--- src/design/tarms_pkg.sv ---
package tarms_pkg;

  // Field widths of the item ports.
  localparam int unsigned XW = 3;
  localparam int unsigned YW = 3;
  localparam int unsigned ZW = 2;
  localparam int unsigned LW = 3;
  localparam int unsigned DW = 3;

  // Default mesh size.
  localparam int unsigned MESH_X_DEF = 8;
  localparam int unsigned MESH_Y_DEF = 8;
  localparam int unsigned MESH_Z_DEF = 4;

  // Reset value of the layer count register.
  localparam logic [LW-1:0] LAYERS_RST = 3'd4;

  // Route decision codes.
  typedef enum logic [DW-1:0] {
    DEC_WEST_FIRST    = 3'd0,
    DEC_XYZ           = 3'd1,
    DEC_DOWNWARD      = 3'd2,
    DEC_SAME_NODE     = 3'd3,
    DEC_DST_THROTTLED = 3'd4,
    DEC_BLOCKED       = 3'd5
  } dec_t;

  // Sequencer states.
  typedef enum logic [3:0] {
    ST_CLEAR,
    ST_IDLE,
    ST_DST,
    ST_COL,
    ST_RECT,
    ST_EVAL1,
    ST_XP,
    ST_YP,
    ST_EVAL2,
    ST_DS,
    ST_DD,
    ST_EVAL3
  } state_t;

  // Which hit flag a map read in flight belongs to.
  typedef enum logic [2:0] {
    TAG_NONE,
    TAG_DST,
    TAG_COL,
    TAG_RECT,
    TAG_XYZ,
    TAG_DOWN
  } tag_t;

  // One vertical run of cells, lo to hi inclusive; en low means empty.
  typedef struct packed {
    logic          en;
    logic [ZW-1:0] lo;
    logic [ZW-1:0] hi;
  } zscan_t;

  // A query after saturation, with its scan bounds.
  typedef struct packed {
    logic [XW-1:0] sx;
    logic [YW-1:0] sy;
    logic [ZW-1:0] sz;
    logic [XW-1:0] dx;
    logic [YW-1:0] dy;
    logic [ZW-1:0] dz;
    logic [XW-1:0] lox;
    logic [XW-1:0] hix;
    logic [YW-1:0] loy;
    logic [YW-1:0] hiy;
    logic          same;
    zscan_t        col;
    zscan_t        ds;
    zscan_t        dd;
  } query_t;

  // One item as handed to the sequencer.
  typedef struct packed {
    logic          query;
    logic          wr_ok;
    logic          wr_val;
    logic [XW-1:0] cx;
    logic [YW-1:0] cy;
    logic [ZW-1:0] cz;
    query_t        q;
  } cmd_t;

  // Result strobe and decision.
  typedef struct packed {
    logic valid;
    dec_t decision;
  } result_t;

endpackage

--- src/design/throttle_aware_route_mode_select_unit.sv ---
// Channel | Ports                                           | Handshake
// input   | in_command, in_src_*, in_dst_*, in_cell_*,      | start && !busy
//         | in_throttled                                    |
// result  | out_decision                                    | out_valid, one cycle
// config  | cfg_wdata                                       | cfg_we
//
// A map write is taken with busy low; a same-node query answers in the next cycle.
// Other queries read one map cell per cycle: destination, column, rectangle, evaluate, then
// row and column of the XYZ path, evaluate, the two upward columns, evaluate; out_valid
// rises after the evaluate that decides, in the same cycle that busy falls.
// After reset the map is cleared one cell per cycle with busy high; configuration writes
// are taken meanwhile. The receiver cannot stall.
module throttle_aware_route_mode_select_unit
  import tarms_pkg::*;
#(
  parameter int unsigned MESH_X = MESH_X_DEF,
  parameter int unsigned MESH_Y = MESH_Y_DEF,
  parameter int unsigned MESH_Z = MESH_Z_DEF
) (
  input  logic          clk,
  input  logic          rst_n,
  input  logic          start,
  output logic          busy,
  input  logic          in_command,
  input  logic [XW-1:0] in_src_x,
  input  logic [YW-1:0] in_src_y,
  input  logic [ZW-1:0] in_src_z,
  input  logic [XW-1:0] in_dst_x,
  input  logic [YW-1:0] in_dst_y,
  input  logic [ZW-1:0] in_dst_z,
  input  logic [XW-1:0] in_cell_x,
  input  logic [YW-1:0] in_cell_y,
  input  logic [ZW-1:0] in_cell_z,
  input  logic          in_throttled,
  output logic          out_valid,
  output logic [DW-1:0] out_decision,
  input  logic          cfg_we,
  input  logic [LW-1:0] cfg_wdata
);

  // Layers that can hold a written cell.
  localparam int unsigned ZCELLS = 1 << ZW;
  localparam int unsigned ZLIM   = (MESH_Z < ZCELLS) ? MESH_Z : ZCELLS;

  logic [LW-1:0] layers_r;
  logic [LW-1:0] lim, lim_m1, sz1, dz1;
  logic [XW-1:0] sx, dx;
  logic [YW-1:0] sy, dy;
  logic [ZW-1:0] sz, dz;
  cmd_t          cmd;
  result_t       res;

  // Layer count register.
  always_ff @(posedge clk) begin
    if (!rst_n) begin
      layers_r <= LAYERS_RST;
    end else if (cfg_we) begin
      layers_r <= cfg_wdata;
    end
  end

  // Coordinates beyond the mesh saturate to its last index.
  assign sx = (32'(in_src_x) >= MESH_X) ? XW'(MESH_X - 1) : in_src_x;
  assign sy = (32'(in_src_y) >= MESH_Y) ? YW'(MESH_Y - 1) : in_src_y;
  assign sz = (32'(in_src_z) >= MESH_Z) ? ZW'(MESH_Z - 1) : in_src_z;
  assign dx = (32'(in_dst_x) >= MESH_X) ? XW'(MESH_X - 1) : in_dst_x;
  assign dy = (32'(in_dst_y) >= MESH_Y) ? YW'(MESH_Y - 1) : in_dst_y;
  assign dz = (32'(in_dst_z) >= MESH_Z) ? ZW'(MESH_Z - 1) : in_dst_z;

  // Upward columns end below the clamped layer count.
  assign lim    = (layers_r > LW'(ZLIM)) ? LW'(ZLIM) : layers_r;
  assign lim_m1 = lim - LW'(1);
  assign sz1    = {1'b0, sz} + LW'(1);
  assign dz1    = {1'b0, dz} + LW'(1);

  // Build the item for the sequencer, with the scan bounds of a query.
  always_comb begin
    cmd.query  = in_command;
    cmd.wr_ok  = (32'(in_cell_x) < MESH_X) && (32'(in_cell_y) < MESH_Y) &&
                 (32'(in_cell_z) < MESH_Z);
    cmd.wr_val = in_throttled;
    cmd.cx     = in_cell_x;
    cmd.cy     = in_cell_y;
    cmd.cz     = in_cell_z;
    cmd.q.sx   = sx;
    cmd.q.sy   = sy;
    cmd.q.sz   = sz;
    cmd.q.dx   = dx;
    cmd.q.dy   = dy;
    cmd.q.dz   = dz;
    cmd.q.lox  = (sx < dx) ? sx : dx;
    cmd.q.hix  = (sx < dx) ? dx : sx;
    cmd.q.loy  = (sy < dy) ? sy : dy;
    cmd.q.hiy  = (sy < dy) ? dy : sy;
    cmd.q.same = (sx == dx) && (sy == dy) && (sz == dz);
    // Destination column between source and destination layers.
    if (dz > sz) begin
      cmd.q.col.en = 1'b1;
      cmd.q.col.lo = sz1[ZW-1:0];
      cmd.q.col.hi = dz;
    end else if (dz < sz) begin
      cmd.q.col.en = 1'b1;
      cmd.q.col.lo = dz;
      cmd.q.col.hi = sz - ZW'(1);
    end else begin
      cmd.q.col.en = 1'b0;
      cmd.q.col.lo = sz;
      cmd.q.col.hi = sz;
    end
    // Column above the source.
    cmd.q.ds.en = (sz1 < lim);
    cmd.q.ds.lo = cmd.q.ds.en ? sz1[ZW-1:0] : sz;
    cmd.q.ds.hi = cmd.q.ds.en ? lim_m1[ZW-1:0] : sz;
    // Column above the destination.
    cmd.q.dd.en = (dz1 < lim);
    cmd.q.dd.lo = cmd.q.dd.en ? dz1[ZW-1:0] : dz;
    cmd.q.dd.hi = cmd.q.dd.en ? lim_m1[ZW-1:0] : dz;
  end

  tarms_seq #(
    .MESH_X(MESH_X),
    .MESH_Y(MESH_Y),
    .MESH_Z(MESH_Z)
  ) u_seq (
    .clk  (clk),
    .rst_n(rst_n),
    .start(start),
    .cmd  (cmd),
    .busy (busy),
    .res  (res)
  );

  assign out_valid    = res.valid;
  assign out_decision = res.decision;

endmodule

--- src/design/tarms_ram.sv ---
module tarms_ram #(
  parameter int unsigned WIDTH = 1,
  parameter int unsigned DEPTH = 256
) (
  input  logic                     clk,
  input  logic                     we,
  input  logic [$clog2(DEPTH)-1:0] waddr,
  input  logic [WIDTH-1:0]         wdata,
  input  logic [$clog2(DEPTH)-1:0] raddr,
  output logic [WIDTH-1:0]         rdata
);

  logic [WIDTH-1:0] mem [DEPTH];
  logic [WIDTH-1:0] rdata_r;

  // One write port, one registered read port.
  always_ff @(posedge clk) begin
    if (we) begin
      mem[waddr] <= wdata;
    end
    rdata_r <= mem[raddr];
  end

  assign rdata = rdata_r;

endmodule

--- src/design/tarms_seq.sv ---
module tarms_seq
  import tarms_pkg::*;
#(
  parameter int unsigned MESH_X = MESH_X_DEF,
  parameter int unsigned MESH_Y = MESH_Y_DEF,
  parameter int unsigned MESH_Z = MESH_Z_DEF
) (
  input  logic    clk,
  input  logic    rst_n,
  input  logic    start,
  input  cmd_t    cmd,
  output logic    busy,
  output result_t res
);

  localparam int unsigned DEPTH = MESH_X * MESH_Y * MESH_Z;
  localparam int unsigned AW    = $clog2(DEPTH);

  // Map address of one cell.
  function automatic logic [AW-1:0] cell_addr(input logic [XW-1:0] x,
                                               input logic [YW-1:0] y,
                                               input logic [ZW-1:0] z);
    logic [31:0] a;
    a = (32'(x) * 32'(MESH_Y) + 32'(y)) * 32'(MESH_Z) + 32'(z);
    return a[AW-1:0];
  endfunction

  state_t        state_r, state_nxt;
  query_t        q_r, q_nxt;
  logic [XW-1:0] x_r, x_nxt;
  logic [YW-1:0] y_r, y_nxt;
  logic [ZW-1:0] z_r, z_nxt;
  tag_t          tag_r, tag_nxt;
  logic [AW-1:0] clr_r, clr_nxt;
  logic          res_valid_r, res_valid_nxt;
  dec_t          res_dec_r, res_dec_nxt;
  logic          dst_hit_r, col_hit_r, rect_hit_r, xyz_hit_r, down_hit_r;
  logic          dst_now, col_now, rect_now, xyz_now, down_now;

  logic [XW-1:0] rd_x;
  logic [YW-1:0] rd_y;
  logic [ZW-1:0] rd_z;
  logic [AW-1:0] raddr;
  logic          rdata;
  logic          map_we;
  logic [AW-1:0] waddr;
  logic          wdata;

  logic accept, qry_acc;
  logic clr_last, col_last, rect_last, xp_last, yp_last, ds_last, dd_last;

  assign accept  = start && (state_r == ST_IDLE);
  assign qry_acc = accept && cmd.query;
  assign busy    = (state_r != ST_IDLE);

  // End of each scan run.
  assign clr_last  = (clr_r == AW'(DEPTH - 1));
  assign col_last  = (z_r == q_r.col.hi);
  assign rect_last = (x_r == q_r.hix) && (y_r == q_r.hiy);
  assign xp_last   = (x_r == q_r.hix);
  assign yp_last   = (y_r == q_r.hiy);
  assign ds_last   = (z_r == q_r.ds.hi);
  assign dd_last   = (z_r == q_r.dd.hi);

  // Hit flags including the read that lands this cycle.
  assign dst_now  = dst_hit_r  || ((tag_r == TAG_DST)  && rdata);
  assign col_now  = col_hit_r  || ((tag_r == TAG_COL)  && rdata);
  assign rect_now = rect_hit_r || ((tag_r == TAG_RECT) && rdata);
  assign xyz_now  = xyz_hit_r  || ((tag_r == TAG_XYZ)  && rdata);
  assign down_now = down_hit_r || ((tag_r == TAG_DOWN) && rdata);

  // Next state.
  always_comb begin
    state_nxt = state_r;
    unique case (state_r)
      ST_CLEAR: if (clr_last) state_nxt = ST_IDLE;
      ST_IDLE:  if (qry_acc && !cmd.q.same) state_nxt = ST_DST;
      ST_DST:   state_nxt = ST_COL;
      ST_COL:   if (col_last) state_nxt = ST_RECT;
      ST_RECT:  if (rect_last) state_nxt = ST_EVAL1;
      ST_EVAL1: begin
        if (dst_now || !(rect_now || col_now)) begin
          state_nxt = ST_IDLE;
        end else if (col_now) begin
          state_nxt = ST_DS;
        end else begin
          state_nxt = ST_XP;
        end
      end
      ST_XP:    if (xp_last) state_nxt = ST_YP;
      ST_YP:    if (yp_last) state_nxt = ST_EVAL2;
      ST_EVAL2: state_nxt = (xyz_now || col_now) ? ST_DS : ST_IDLE;
      ST_DS:    if (ds_last) state_nxt = ST_DD;
      ST_DD:    if (dd_last) state_nxt = ST_EVAL3;
      ST_EVAL3: state_nxt = ST_IDLE;
      default:  state_nxt = ST_CLEAR;
    endcase
  end

  // Counters, map reads and results.
  always_comb begin
    q_nxt         = q_r;
    x_nxt         = x_r;
    y_nxt         = y_r;
    z_nxt         = z_r;
    clr_nxt       = clr_r;
    tag_nxt       = TAG_NONE;
    rd_x          = q_r.dx;
    rd_y          = q_r.dy;
    rd_z          = q_r.dz;
    res_valid_nxt = 1'b0;
    res_dec_nxt   = res_dec_r;
    map_we        = 1'b0;
    waddr         = cell_addr(cmd.cx, cmd.cy, cmd.cz);
    wdata         = cmd.wr_val;
    unique case (state_r)
      ST_CLEAR: begin
        map_we  = 1'b1;
        waddr   = clr_r;
        wdata   = 1'b0;
        clr_nxt = clr_r + AW'(1);
      end
      ST_IDLE: begin
        map_we = accept && !cmd.query && cmd.wr_ok;
        if (qry_acc) begin
          q_nxt = cmd.q;
          z_nxt = cmd.q.col.lo;
          if (cmd.q.same) begin
            res_valid_nxt = 1'b1;
            res_dec_nxt   = DEC_SAME_NODE;
          end
        end
      end
      ST_DST: begin
        tag_nxt = TAG_DST;
      end
      ST_COL: begin
        rd_z    = z_r;
        tag_nxt = q_r.col.en ? TAG_COL : TAG_NONE;
        if (col_last) begin
          x_nxt = q_r.lox;
          y_nxt = q_r.loy;
        end else begin
          z_nxt = z_r + ZW'(1);
        end
      end
      ST_RECT: begin
        rd_x    = x_r;
        rd_y    = y_r;
        rd_z    = q_r.sz;
        tag_nxt = TAG_RECT;
        if (x_r == q_r.hix) begin
          x_nxt = q_r.lox;
          if (y_r != q_r.hiy) y_nxt = y_r + YW'(1);
        end else begin
          x_nxt = x_r + XW'(1);
        end
      end
      ST_EVAL1: begin
        x_nxt = q_r.lox;
        z_nxt = q_r.ds.lo;
        if (dst_now) begin
          res_valid_nxt = 1'b1;
          res_dec_nxt   = DEC_DST_THROTTLED;
        end else if (!(rect_now || col_now)) begin
          res_valid_nxt = 1'b1;
          res_dec_nxt   = DEC_WEST_FIRST;
        end
      end
      ST_XP: begin
        rd_x    = x_r;
        rd_y    = q_r.sy;
        rd_z    = q_r.sz;
        tag_nxt = (x_r != q_r.sx) ? TAG_XYZ : TAG_NONE;
        if (xp_last) begin
          y_nxt = q_r.loy;
        end else begin
          x_nxt = x_r + XW'(1);
        end
      end
      ST_YP: begin
        rd_y    = y_r;
        rd_z    = q_r.sz;
        tag_nxt = (y_r != q_r.sy) ? TAG_XYZ : TAG_NONE;
        if (!yp_last) y_nxt = y_r + YW'(1);
      end
      ST_EVAL2: begin
        z_nxt = q_r.ds.lo;
        if (!(xyz_now || col_now)) begin
          res_valid_nxt = 1'b1;
          res_dec_nxt   = DEC_XYZ;
        end
      end
      ST_DS: begin
        rd_x    = q_r.sx;
        rd_y    = q_r.sy;
        rd_z    = z_r;
        tag_nxt = q_r.ds.en ? TAG_DOWN : TAG_NONE;
        z_nxt   = ds_last ? q_r.dd.lo : z_r + ZW'(1);
      end
      ST_DD: begin
        rd_z    = z_r;
        tag_nxt = q_r.dd.en ? TAG_DOWN : TAG_NONE;
        if (!dd_last) z_nxt = z_r + ZW'(1);
      end
      ST_EVAL3: begin
        res_valid_nxt = 1'b1;
        res_dec_nxt   = down_now ? DEC_BLOCKED : DEC_DOWNWARD;
      end
      default: begin
        tag_nxt = TAG_NONE;
      end
    endcase
  end

  // The single address unit feeds the one read port.
  assign raddr = cell_addr(rd_x, rd_y, rd_z);

  tarms_ram #(
    .WIDTH(1),
    .DEPTH(DEPTH)
  ) u_map (
    .clk  (clk),
    .we   (map_we),
    .waddr(waddr),
    .wdata(wdata),
    .raddr(raddr),
    .rdata(rdata)
  );

  // Control registers.
  always_ff @(posedge clk) begin
    if (!rst_n) begin
      state_r     <= ST_CLEAR;
      tag_r       <= TAG_NONE;
      clr_r       <= '0;
      res_valid_r <= 1'b0;
    end else begin
      state_r     <= state_nxt;
      tag_r       <= tag_nxt;
      clr_r       <= clr_nxt;
      res_valid_r <= res_valid_nxt;
    end
  end

  // Query, counters and hit flags; hits clear when a query is taken.
  always_ff @(posedge clk) begin
    q_r       <= q_nxt;
    x_r       <= x_nxt;
    y_r       <= y_nxt;
    z_r       <= z_nxt;
    res_dec_r <= res_dec_nxt;
    if (qry_acc) begin
      dst_hit_r  <= 1'b0;
      col_hit_r  <= 1'b0;
      rect_hit_r <= 1'b0;
      xyz_hit_r  <= 1'b0;
      down_hit_r <= 1'b0;
    end else begin
      dst_hit_r  <= dst_now;
      col_hit_r  <= col_now;
      rect_hit_r <= rect_now;
      xyz_hit_r  <= xyz_now;
      down_hit_r <= down_now;
    end
  end

  assign res.valid    = res_valid_r;
  assign res.decision = res_dec_r;

  // The map is written only at idle or during the clearing pass.
  a_we_idle: assert property (@(posedge clk) disable iff (!rst_n)
    map_we |-> (state_r == ST_IDLE || state_r == ST_CLEAR))
    else $error("map written during a query scan");

  // A result follows an evaluation step or an idle accept only.
  a_res_src: assert property (@(posedge clk) disable iff (!rst_n)
    res_valid_r |-> ($past(state_r) == ST_IDLE || $past(state_r) == ST_EVAL1 ||
                     $past(state_r) == ST_EVAL2 || $past(state_r) == ST_EVAL3))
    else $error("result without an evaluation step");

  // A read in flight was issued by a scan step.
  a_tag_src: assert property (@(posedge clk) disable iff (!rst_n)
    (tag_r != TAG_NONE) |-> ($past(state_r) != ST_IDLE && $past(state_r) != ST_CLEAR))
    else $error("map read tagged outside a scan");

  // The rectangle walk stays inside its bounds.
  a_rect_bounds: assert property (@(posedge clk) disable iff (!rst_n)
    (state_r == ST_RECT) |-> (x_r >= q_r.lox && x_r <= q_r.hix &&
                              y_r >= q_r.loy && y_r <= q_r.hiy))
    else $error("rectangle walk out of bounds");

endmodule
--- config.mk ---
export PLATFORM = sky130hd
export DESIGN_NAME = throttle_aware_route_mode_select_unit
export DESIGN_NICKNAME = d
export VERILOG_FILES = /design/src/design/tarms_pkg.sv /design/src/design/throttle_aware_route_mode_select_unit.sv /design/src/design/tarms_ram.sv /design/src/design/tarms_seq.sv
export SDC_FILE = /design/constraint.sdc
export NUM_CORES = 1
export LEC_CHECK = 0
export ABC_CLOCK_PERIOD_IN_PS = 13200
export BUFFER_PORTS_ARGS = -buffer_cell sky130_fd_sc_hd__clkbuf_2
export CORE_MARGIN = 2
export CORE_UTILIZATION = 60
export DETAILED_ROUTE_END_ITERATION = 6
export GPL_TIMING_DRIVEN = 0
export PLACE_DENSITY = 0.84
export SETUP_SLACK_MARGIN = 0.4
export SLEW_MARGIN = 10
export SYNTH_ARGS = -nofsm -noshare
export SYNTH_HDL_FRONTEND = slang
export SYNTH_HIERARCHICAL = 1
export SYNTH_SLANG_ARGS = --single-unit
--- constraint.sdc ---
create_clock -name clk -period 13.2 [get_ports clk]
set_input_delay 2.64 -clock clk [delete_from_list [all_inputs] [get_ports clk]]
set_output_delay 2.64 -clock clk [all_outputs]
set_load 0.02 [all_outputs]
==> flow_summary_export.csv <==
group,metric,value,unit
setup_path,cp_num_buf_inv,3,
detailed_routing,routedWlPerCell,23.4,um
timing,drv_slew,0,
cts,cts.sinks,333,
global_routing,grt_antenna_before_repair,0,
synth,ys_ff_latch,333,
die,initial_core_util,60.5,%
timing,rsz0062_at_grt,"false",
cts,clockBufferDepth,3,
synth,ys.flop_type,"edfxtp_1",
power,power,2.18,mW
synth,synth-seq-area-share,62.5,%
synth,yosysTopAreaCellShare,59.3,%
synth,synth_most_common_cell,"edfxtp_1",
outcome,status,"completed",
timing,hold_viol,0,
setup_path,worst_setup_path_start_kind,"register",
placed_design,gp_congestion,0.919,
cts,cts_setup_buffers,0,
synth,syn_nets,1266,
die,rows,59,
synth,synth_cell_types,77,
cts,clk_pin_slew,60,ps
timing,slew_headroom,39.0,%
synth,synth_common_cells,"edfxtp_1 (308), nor2_1 (304), mux2i_1 (57)",
placed_design,numPortBuffers,37,
global_routing,grt.total_usage,29.0,%
die,die_w,165,um
setup_path,critPathTopFamily,"compound AO/OA/AOI/OAI gates",
die,ios,38,
timing,period_share,37.0,%
cells_and_area,area_growth,11.8,%
detailed_routing,drc,0,
cts,cts.htree.levels,2,
cts,ctsResizeCount,0,
synth,syn_avg_cell_area,12.9,um^2
setup_path,worst_ep_arrival_time,5310,ps
flow_run,cap_violations,0,
timing,tightest_slew,914,ps
setup_path,end_kind,"register",
timing,hold_ws,501,ps
cts,cts_buffers,35,
global_routing,grt-ovfl-total,0,
detailed_routing,ant_nets,0,
synth,async_flop_share,0,%
detailed_routing,wirelength,38600,um
cts,clkLatencyLatePin,530,ps
detailed_routing,drtPass1Iterations,5,
power,power_density,125,nW/um^2
global_routing,grt_max_degree,54,
cts,clockRootBuffer,"clkbuf_16",
setup_path,max_stage_delay,780,ps
setup_path,critPathMaxFanout,10,
setup_path,crit_required,13620,ps
cts,postCtsHoldBufs,0,
timing,setup_tns,0,ps
synth,synth_top_cell_by_area,"edfxtp_1",
timing,finalSetupViolCount,0,
setup_path,crit_slowest_cell,"a2111oi_0",
die,dieArea,27300,um^2
global_routing,grt_pass1_vias,10509,
timing,fmax,205,MHz
synth,synth-edff-count,308,
timing,period_needed,4890,ps
die,die_h,165,um
cells_and_area,drive_gt1_share,15.0,%
min_path,min_path_type,"register to register",
synth,synth_cells,1213,
timing,skew,31.9,ps
cells_and_area,n_antenna_cell,0,
power,peakVddDrop,148,uV
power,cellLeakagePower,5.92,nW
detailed_routing,vias,10554,
cts,cts_tree,"built",
cells_and_area,fillers,1699,
synth,ys_top_cells_by_area,"edfxtp_1 (59%), nor2_1 (7.3%), mux4_2 (6.1%)",
cells_and_area,final_nets,1345,
setup_path,path_class,"register to register",
global_routing,grt_first_pass_wirelength,58200,um
synth,synth_area,15600,um^2
detailed_routing,drt_iter0_drc,1448,
setup_path,path_cells,"buf_2, nand2b_1, nor2_1, nor2_1, a222oi_1, inv_1, clkbuf_1, nor2_1, a22oi_1, a2111oi_0, a311oi_1, a22oi_1",
placed_design,dp_hpwl,25800,um
die,core,25800,um^2
synth,yosys_warnings,6,
setup_path,cpMostUsedCell,"nor2_1",
detailed_routing,via_per_inst,6.39,
cells_and_area,final_core_util,67.6,%
[flip-flops by register name, indices dropped and copies added (netlist names), 2 cells and up]
register	cells
u_seq/u_map/mem	256
u_seq/q_r	41
u_seq/clr_r	8
u_seq/state_r	4
layers_r	3
u_seq/res_dec_r	3
u_seq/tag_r	3
u_seq/x_r	3
u_seq/y_r	3
u_seq/z_r	2
[final timing paths]
path,endpoint,slack [ps],from,cells after the start
min,u_seq/xyz_hit_r,500,u_seq/xyz_hit_r,2
max reg2reg,u_seq/u_map/rdata,8310,u_seq/state_r[0],12
min reg2reg,u_seq/xyz_hit_r,500,u_seq/xyz_hit_r,2
max,u_seq/u_map/rdata,8310,u_seq/state_r[0],12
[routing by layer]
layer	wire length [um]	global-route usage, %
met4	1640	11.9
met1	14000	38.1
met2	18800	47.5
met3	4150	6.04
met5	0	0
[logic make-up after synthesis]
logic type      share of synthesized area [%]
simple gates                             13.0
flops                                    62.5
compound gates                           6.68
mux                                      11.4
buf+inv                                  3.01
xor+xnor                                 1.68
fa+ha+maj                                1.60
other cells                            0.0240
[worst min-delay path, cell delays in order (launching register included)]
cell and delay (ps):
dfxtp_1 340, a21oi_1 50, nor2_1 80
[cells in the final DEF, fill, tap and decap left out, drive strengths merged, types with 23 or more instances in the layout]
| master | count |
|---|---|
| edfxtp | 308 |
| nor2 | 305 |
| clkbuf | 120 |
| mux2i | 57 |
| nand2 | 49 |
| mux4 | 42 |
| inv | 33 |
| buf | 32 |
| a21oi | 27 |
| dfxtp | 25 |
| o22ai | 24 |
| o21ai | 24 |
| mux2 | 23 |
[where the power goes]
part | switching (mW) | total [mW] | internal, mW
logic | 0.0459 | 0.0735 | 0.0277
clock network | 0.410 | 0.961 | 0.551
registers | 0.00313 | 1.15 | 1.14
total | 0.459 | 2.18 | 1.72
[stage by stage]
step / setup WS, ps / area, um^2 / cells
after global placement: -1130 / 16200 / 1585
after floorplan: 2960 / 15600 / 1213
after detailed placement: 8160 / 16300 / 1590
after global routing: 8200 / 17400 / 1652
final: 8310 / 17400 / 1652
after CTS: 8420 / 17400 / 1652
[final cells by class]
type | count | area [um^2] | area share [%]
multi-input combinational | 778 | 5380 | 30.9
inverter | 31 | 116 | 0.668
buffer | 71 | 353 | 2.02
sequential | 333 | 9750 | 55.9
clock buffer | 39 | 891 | 5.11
clock inverter | 23 | 230 | 1.32
tap | 335 | 419 | 2.41
timing repair buffer | 42 | 285 | 1.64
Power figures use the tool's default switching activity.
